**src/design/bracket_balance_checker_unit_assert.svh**
```systemverilog
// assertion macros for the bracket balance checker
`ifndef BRACKET_BALANCE_CHECKER_UNIT_ASSERT_SVH
`define BRACKET_BALANCE_CHECKER_UNIT_ASSERT_SVH

// same-cycle implication, checked outside reset
`define BBC_ASSERT_NOW(label, ante, cons) \
  label: assert property (@(posedge clk) disable iff (rst) (ante) |-> (cons)) \
    else $error("bbc assertion failed");

// next-cycle implication, checked outside reset
`define BBC_ASSERT_NEXT(label, ante, cons) \
  label: assert property (@(posedge clk) disable iff (rst) (ante) |=> (cons)) \
    else $error("bbc assertion failed");

`endif

```
**src/design/bbc_pkg.sv**
```systemverilog
// types and constants shared by the bracket balance checker
package bbc_pkg;

  localparam int NEST_DEPTH = 64;
  localparam int COUNT_W    = $clog2(NEST_DEPTH + 1);
  localparam int ADDR_W     = (NEST_DEPTH > 1) ? $clog2(NEST_DEPTH) : 1;
  localparam int LEVEL_W    = 7;

  typedef logic [7:0]         char_t;
  typedef logic [1:0]         kind_t;
  typedef logic [1:0]         status_t;
  typedef logic [COUNT_W-1:0] count_t;
  typedef logic [ADDR_W-1:0]  addr_t;
  typedef logic [LEVEL_W-1:0] level_t;

  // stack entry kinds
  localparam kind_t KIND_PAREN = 2'd0;
  localparam kind_t KIND_BRACE = 2'd1;
  localparam kind_t KIND_BRACK = 2'd2;
  localparam kind_t KIND_QUOTE = 2'd3;

  // status and error codes
  localparam status_t ST_OK         = 2'd0;
  localparam status_t ST_BALANCED   = 2'd1;
  localparam status_t ST_UNBALANCED = 2'd2;
  localparam status_t ST_OVERFLOW   = 2'd3;

  // characters of interest
  localparam char_t CH_LPAREN = 8'h28;
  localparam char_t CH_RPAREN = 8'h29;
  localparam char_t CH_LBRACE = 8'h7B;
  localparam char_t CH_RBRACE = 8'h7D;
  localparam char_t CH_LBRACK = 8'h5B;
  localparam char_t CH_RBRACK = 8'h5D;
  localparam char_t CH_QUOTE  = 8'h27;

  // stack update for one item
  typedef struct packed {
    logic    push;
    logic    pop;
    kind_t   kind;
    count_t  count_next;
    status_t err_next;
  } stack_op_t;

  // stack state seen by the step logic
  typedef struct packed {
    kind_t   top;
    count_t  count;
    status_t err;
  } stack_state_t;

endpackage

```
**src/design/bbc_in_if.sv**
```systemverilog
// input channel: one text character per item
interface bbc_in_if;
  import bbc_pkg::*;

  logic  valid;
  logic  ready;
  char_t text_char;
  logic  last;

  modport source (output valid, output text_char, output last, input ready);
  modport sink   (input valid, input text_char, input last, output ready);
endinterface

```
**src/design/bbc_out_if.sv**
```systemverilog
// output channel: status and nesting level per item
interface bbc_out_if;
  import bbc_pkg::*;

  logic    valid;
  logic    ready;
  status_t status;
  level_t  nesting_level;

  modport source (output valid, output status, output nesting_level, input ready);
  modport sink   (input valid, input status, input nesting_level, output ready);
endinterface

```
**src/design/bracket_balance_checker_unit.sv**
```systemverilog
// top level of the bracket balance checker
//
//   channel  dir  payload                  handshake
//   text     in   text_char[7:0], last     valid/ready
//   result   out  status[1:0], level[6:0]  valid/ready
//
// one item per cycle while results are taken; an accepted item passes the input
// register, then step logic into the result register, before its result is valid.
// the stack top and the entry below it sit in flip-flops, so each item needs
// one memory write or one registered memory read at most.
// synchronous reset empties the stack and clears the error; no clearing pass.
// a stalled result holds while the input register keeps taking one more item.
module bracket_balance_checker_unit (
  input  logic      clk,
  input  logic      rst,
  bbc_in_if.sink    text,
  bbc_out_if.source result
);
  import bbc_pkg::*;
  `include "bracket_balance_checker_unit_assert.svh"

  logic         s1_valid;
  char_t        s1_char;
  logic         s1_last;
  logic         advance;
  logic         out_valid;
  status_t      out_status;
  level_t       out_level;
  stack_op_t    op;
  stack_state_t st;
  status_t      step_status;
  level_t       step_level;

  assign advance    = s1_valid && (!out_valid || result.ready);
  assign text.ready = !s1_valid || advance;

  always_ff @(posedge clk) begin
    if (rst) begin
      s1_valid <= 1'b0;
    end else if (text.ready) begin
      s1_valid <= text.valid;
    end
  end

  always_ff @(posedge clk) begin
    if (text.ready && text.valid) begin
      s1_char <= text.text_char;
      s1_last <= text.last;
    end
  end

  bbc_step u_step (
    .text_char     (s1_char),
    .last          (s1_last),
    .st            (st),
    .op            (op),
    .status        (step_status),
    .nesting_level (step_level)
  );

  bbc_stack u_stack (
    .clk (clk),
    .rst (rst),
    .en  (advance),
    .op  (op),
    .st  (st)
  );

  always_ff @(posedge clk) begin
    if (rst) begin
      out_valid <= 1'b0;
    end else if (advance) begin
      out_valid <= 1'b1;
    end else if (result.ready) begin
      out_valid <= 1'b0;
    end
  end

  always_ff @(posedge clk) begin
    if (advance) begin
      out_status <= step_status;
      out_level  <= step_level;
    end
  end

  assign result.valid         = out_valid;
  assign result.status        = out_status;
  assign result.nesting_level = out_level;

  `BBC_ASSERT_NOW(a_count_range, 1'b1, st.count <= COUNT_W'(NEST_DEPTH))
  `BBC_ASSERT_NEXT(a_last_clears, advance && s1_last, st.count == '0 && st.err == ST_OK)
  `BBC_ASSERT_NEXT(a_err_sticky, advance && !s1_last && st.err != ST_OK, st.err == $past(st.err) && st.count == $past(st.count))
  `BBC_ASSERT_NEXT(a_no_step_when_held, !advance, $stable(st.count) && $stable(st.err))
endmodule

```
**src/design/bbc_step.sv**
```systemverilog
// per-character decode and next-state logic
module bbc_step (
  input  bbc_pkg::char_t       text_char,
  input  logic                 last,
  input  bbc_pkg::stack_state_t st,
  output bbc_pkg::stack_op_t   op,
  output bbc_pkg::status_t     status,
  output bbc_pkg::level_t      nesting_level
);
  import bbc_pkg::*;

  logic    top_quote;
  logic    is_open;
  logic    is_close;
  kind_t   open_kind;
  kind_t   close_kind;
  logic    want_push;
  kind_t   want_kind;
  logic    do_pop;
  logic    full;
  logic    set_unbal;
  count_t  count_after;
  status_t err_after;

  always_comb begin
    is_open   = 1'b1;
    open_kind = KIND_PAREN;
    case (text_char)
      CH_LPAREN: open_kind = KIND_PAREN;
      CH_LBRACE: open_kind = KIND_BRACE;
      CH_LBRACK: open_kind = KIND_BRACK;
      default:   is_open = 1'b0;
    endcase
    is_close   = 1'b1;
    close_kind = KIND_PAREN;
    case (text_char)
      CH_RPAREN: close_kind = KIND_PAREN;
      CH_RBRACE: close_kind = KIND_BRACE;
      CH_RBRACK: close_kind = KIND_BRACK;
      default:   is_close = 1'b0;
    endcase
  end

  assign top_quote = (st.count != '0) && (st.top == KIND_QUOTE);
  assign full      = (st.count >= COUNT_W'(NEST_DEPTH));

  always_comb begin
    want_push = 1'b0;
    want_kind = KIND_QUOTE;
    do_pop    = 1'b0;
    set_unbal = 1'b0;
    // errors freeze the stack until the last character
    if (st.err == ST_OK) begin
      if (text_char == CH_QUOTE) begin
        if (top_quote) do_pop = 1'b1;
        else want_push = 1'b1;
      end else if (!top_quote) begin
        if (is_open) begin
          want_push = 1'b1;
          want_kind = open_kind;
        end else if (is_close) begin
          if ((st.count != '0) && (st.top == close_kind)) do_pop = 1'b1;
          else set_unbal = 1'b1;
        end
      end
    end
  end

  always_comb begin
    count_after = st.count;
    err_after   = st.err;
    if (want_push && full) err_after = ST_OVERFLOW;
    else if (want_push) count_after = st.count + COUNT_W'(1);
    else if (do_pop) count_after = st.count - COUNT_W'(1);
    else if (set_unbal) err_after = ST_UNBALANCED;

    if (!last) status = err_after;
    else if (err_after != ST_OK) status = err_after;
    else if (count_after != '0) status = ST_UNBALANCED;
    else status = ST_BALANCED;

    nesting_level = LEVEL_W'(count_after);

    op.push       = want_push && !full;
    op.pop        = do_pop;
    op.kind       = want_kind;
    op.count_next = last ? '0 : count_after;
    op.err_next   = last ? ST_OK : err_after;
  end
endmodule

```
**src/design/bbc_stack.sv**
```systemverilog
// bracket stack: top and next-below in registers, deeper entries in memory
module bbc_stack (
  input  logic                  clk,
  input  logic                  rst,
  input  logic                  en,
  input  bbc_pkg::stack_op_t    op,
  output bbc_pkg::stack_state_t st
);
  import bbc_pkg::*;

  kind_t   mem [NEST_DEPTH];
  kind_t   top;
  kind_t   second;
  count_t  count;
  status_t err;
  addr_t   wr_addr;
  addr_t   rd_addr;

  // old top goes to memory on push; entry below new top is fetched on pop
  assign wr_addr = ADDR_W'(count - COUNT_W'(1));
  assign rd_addr = ADDR_W'(op.count_next - COUNT_W'(2));

  always_ff @(posedge clk) begin
    if (rst) begin
      count <= '0;
      err   <= ST_OK;
    end else if (en) begin
      count <= op.count_next;
      err   <= op.err_next;
    end
  end

  always_ff @(posedge clk) begin
    if (en) begin
      if (op.push) begin
        top    <= op.kind;
        second <= top;
        if (count != '0) mem[wr_addr] <= top;
      end else if (op.pop) begin
        top    <= second;
        second <= mem[rd_addr];
      end
    end
  end

  assign st.top   = top;
  assign st.count = count;
  assign st.err   = err;
endmodule

```
**src/flat_wrapper.sv**
```systemverilog
// flat-port wrapper written by rule: the top's interface ports become plain ports
module bracket_balance_checker_unit_flat import bbc_pkg::*;
  (clk, rst, text_valid, text_text_char, text_last, text_ready, result_valid, result_status, result_nesting_level, result_ready);
  bbc_in_if text_i ();
  bbc_out_if result_i ();
  input  logic clk;
  input  logic rst;
  input wire logic [$bits(text_i.valid)-1:0] text_valid;
  input wire logic [$bits(text_i.text_char)-1:0] text_text_char;
  input wire logic [$bits(text_i.last)-1:0] text_last;
  output wire logic [$bits(text_i.ready)-1:0] text_ready;
  output wire logic [$bits(result_i.valid)-1:0] result_valid;
  output wire logic [$bits(result_i.status)-1:0] result_status;
  output wire logic [$bits(result_i.nesting_level)-1:0] result_nesting_level;
  input wire logic [$bits(result_i.ready)-1:0] result_ready;
  assign text_i.valid = text_valid;
  assign text_i.text_char = text_text_char;
  assign text_i.last = text_last;
  assign text_ready = text_i.ready;
  assign result_valid = result_i.valid;
  assign result_status = result_i.status;
  assign result_nesting_level = result_i.nesting_level;
  assign result_i.ready = result_ready;
  bracket_balance_checker_unit u_core (.clk(clk), .rst(rst), .text(text_i), .result(result_i));
endmodule
```
**config.mk**
```make
export PLATFORM = sky130hd
export DESIGN_NAME = bracket_balance_checker_unit_flat
export DESIGN_NICKNAME = d
export VERILOG_FILES = /design/src/design/bbc_pkg.sv /design/src/design/bbc_in_if.sv /design/src/design/bbc_out_if.sv /design/src/design/bracket_balance_checker_unit.sv /design/src/design/bbc_step.sv /design/src/design/bbc_stack.sv /design/src/flat_wrapper.sv
export VERILOG_INCLUDE_DIRS = /design/src /design/src/design
export SDC_FILE = /design/constraint.sdc
export NUM_CORES = 1
export LEC_CHECK = 0
export BUFFER_PORTS_ARGS = -buffer_cell sky130_fd_sc_hd__buf_2
export CAP_MARGIN = 5
export CORE_MARGIN = 4
export CORE_UTILIZATION = 45
export DETAILED_ROUTE_END_ITERATION = 10
export PLACE_DENSITY = 0.7
export SLEW_MARGIN = 5
export SYNTH_ARGS = -nofsm -noshare
export SYNTH_HDL_FRONTEND = slang
export SYNTH_SLANG_ARGS = --single-unit
```
**constraint.sdc**
```tcl
create_clock -name clk -period 6.1 [get_ports clk]
set_input_delay 1.22 -clock clk [delete_from_list [all_inputs] [get_ports clk]]
set_output_delay 1.22 -clock clk [all_outputs]
set_load 0.05 [all_outputs]
```
==> metrics <==
status completed; CP Class reg2reg; Layout area overhead 11.4%; Final Cycle Share 0.826; Synth area leaders edfxtp_1 58%, nor2_1 5.1%, dfxtp_1 2.9%, nand2_1 2.8%, mux4_2 2.3%; starting DRC count in detailed routing 860; Rel. slew slack 0.384; DRC viols 0; Max clock buf depth 2; root buffer cell clkbuf_16; Post-Syn Area per Cell 12.2 um2; f_max 198 MHz; hold-critical path depth 2; RSZ-0062 raised after global routing false; Syn. warnings 0; Critical Path Max Stage Delay around 570 ps; share of the synthesized area in the top cell type 0.583; sequential area share after synthesis 0.612; Starting Density 0.463; Crit path required time 6280 ps; leakage power approximately 2.8 nW; total CTS buffers 17; Mapped Cells roughly 630; initial antenna violation count 0; PortBufs 23; global route overflow 0; Clock Latency Late Sink around 440 ps; setup repair bufs after CTS 0; Synthesized Nets 650; worst hold path startpoint u_core.s1_valid$_SDFFE_PP0N_; Die Span X approximately 140 um; io pins 24; CTS tree yes; Crit path arrival time between 5000 and 6000 ps; Async SR Flop Fraction 0; first-pass GRT wire length roughly 31 mm; pin count of the biggest net entering global routing between 60 and 70; floorplan row count 47; nets@finish about 670; n_diodes 0; Reg2Reg Launch Point u_core.u_stack.count[0]$_SDFFE_PP0P_; H-tree Lvls 4; overall routing resource usage 0.207; FF-to-FF path depth 16; layout cells sized above 1 0.164; Slew Limit Fails 0; CP endpoint kind flip-flop; die span in y between 100 and 150 um; die area around 19,000 um2; CTS Sinks roughly 160; GPL Wtd Cong approximately 0.88; CP Max Fanout 18; Hold EP u_core.result.valid$_SDFFE_PP0P_; Seq cells post-synth 161; Top FF cell, synth edfxtp_1; antenna-violating nets left 0; Worst Skew ~12 ps; WL final 19.7 mm; DRT Pass-1 Iters 7; Reg2Reg Setup Slack 1060 ps; Resized cells post-CTS 0; Hold Crit Class reg2reg; Post-Route Utilization 0.515; commonest non-fill, non-tap cells in the layout 150 x edfxtp_1, 104 x nor2_1, 58 x nand2_1, 27 x a21oi_1, 23 x buf_2; FF-to-FF End u_core.u_stack.second[1]$_DFFE_PP_; hpwl dp 12.8 mm; fin crit period 5040 ps; core region area 16,700 um2; CP Launch Type flip-flop; Hold-fix buffers, CTS 0; multi-input combinational cell area approximately 2800 um2; Post-synth EDFFs 150; wire per inst approximately 22 um; Worst path slowest cell o21ba_2; Final Hold Viols 0; post-route setup TNS 0 ps; Post-Place Cells ~850; Worst-path clk slew about 70 ps; vias after detailed routing 5,533; Finish-stage setup viols 0; worst-margin pin slew 900 ps; commonest non-fill, non-tap cell in the layout edfxtp_1; FILL cells ~1,400; post-synthesis cell area 7720 um2; synth unique cells 85; vias in the first global route about 5,400; Finished Layout Cells 885; Yosys top cell by area edfxtp_1; max cap viols 0; maximum VDD drop between 0.2 and 0.25 mV; pwr dens between 200 and 300 nW/um2; via/cell ratio ~6.3; Reg area 4720 um2; Critical Path, Cell by Cell buf_4 > clkinv_1 > ha_1 > or3b_2 > o21a_1 > nand2_1 > o221ai_1 > o21ba_2 > inv_2 > ha_1 > inv_2 > nor2_1 > nand3_1 > and4_1 > o41ai_1 > o31ai_2
[worst max-delay path, delay by kind of cell (launching register included)]
kind / cells / cell delay [ps]
AO/OA/AOI/OAI: 5 / 1420
AND/OR/NAND/NOR: 5 / 1410
buffers and inverters: 4 / 820
adder cells (fa/ha/maj): 2 / 810
flip-flops: 1 / 300
[synth_stat cells (5+ instances only)]
master / instances
a21oi_1: 27
buf_2: 11
and3_1: 5
o221ai_1: 5
nand3_1: 17
o21ai_0: 18
nand2_1: 58
edfxtp_1: 150
or2_2: 5
nor2_1: 104
or3_1: 5
clkbuf_1: 21
a211oi_1: 7
mux4_2: 8
a31oi_1: 5
o211ai_1: 8
nor3_1: 16
mux2i_1: 14
dfxtp_1: 11
or4_1: 8
xnor2_1: 5
[kinds of logic after synthesis]
group / Yosys count / share of synthesized area
muxes: 26 / 0.0512
xor gates and xnor gates: 9 / 0.0112
and+or+nand+nor: 258 / 0.163
DFF: 161 / 0.612
AOI/OAI and AO/OA: 132 / 0.131
buffers and inverters: 45 / 0.0272
adders and majority gates: 3 / 0.00486
[worst max-delay path by stage]
stage / from / end
2_1_floorplan: u_core.u_stack.top[0]$_DFFE_PP_ / u_core.u_stack.second[0]$_DFFE_PP_
3_3_place_gp: u_core.u_stack.count[0]$_SDFFE_PP0P_ / u_core.u_stack.second[0]$_DFFE_PP_
3_5_place_dp: u_core.u_stack.count[0]$_SDFFE_PP0P_ / u_core.u_stack.second[1]$_DFFE_PP_
4_1_cts: u_core.u_stack.count[0]$_SDFFE_PP0P_ / u_core.u_stack.second[1]$_DFFE_PP_
5_1_grt: u_core.u_stack.count[0]$_SDFFE_PP0P_ / u_core.u_stack.second[1]$_DFFE_PP_
6_report: u_core.u_stack.count[0]$_SDFFE_PP0P_ / u_core.u_stack.second[1]$_DFFE_PP_
[layout make-up]
type | count | share of cell area
Clock buffer | 18 | 0.0499
Clock inverter | 14 | 0.0174
Inverter | 10 | 0.00436
Multi-Input combinational cell | 428 | 0.324
Sequential cell | 161 | 0.549
Tap cell | 220 | 0.0320
Timing Repair Buffer | 34 | 0.0230
[state kept, by name (all words and copies together), names as in the netlist]
register,flops
u_core.u_stack.err,2
u_core.s1_valid,1
u_core.u_stack.mem,128
u_core.u_stack.second,2
u_core.u_stack.count,7
u_core.result.status,2
u_core.s1_char,8
u_core.s1_last,1
u_core.u_stack.top,2
u_core.result.nesting_level,7
u_core.result.valid,1
[layer usage]
metal	share of wire	vias up	track usage
met5	0	-	0
met2	0.48	267	0.329
met3	0.082	49	0.0441
li1	-	2481	-
met4	0.029	0	0.0711
met1	0.41	2736	0.284
[per-stage QoR]
stage | instance area (um2) | power, mW | setup WS [ps] | hold slack, ps
3_3_place_gp | 8030 | 1.29 | 1280 | 499
3_5_place_dp | 8030 | 1.29 | 1170 | 510
4_1_cts | 8600 | 2.32 | 1150 | 522
6_report | 8600 | 2.31 | 1060 | 524
2_1_floorplan | 7720 | 1.27 | 1300 | 487
5_1_grt | 8600 | 2.37 | 820 | 548
[where the power goes]
group | total (mW) | switching (mW) | leakage [nW] | internal [mW]
logic | 0.0635 | 0.0448 | 1.05 | 0.0187
registers | 1.20 | 0.00492 | 1.45 | 1.20
clock network | 1.04 | 0.466 | 0.280 | 0.575
Note: power is estimated with default switching activity, not from simulation.
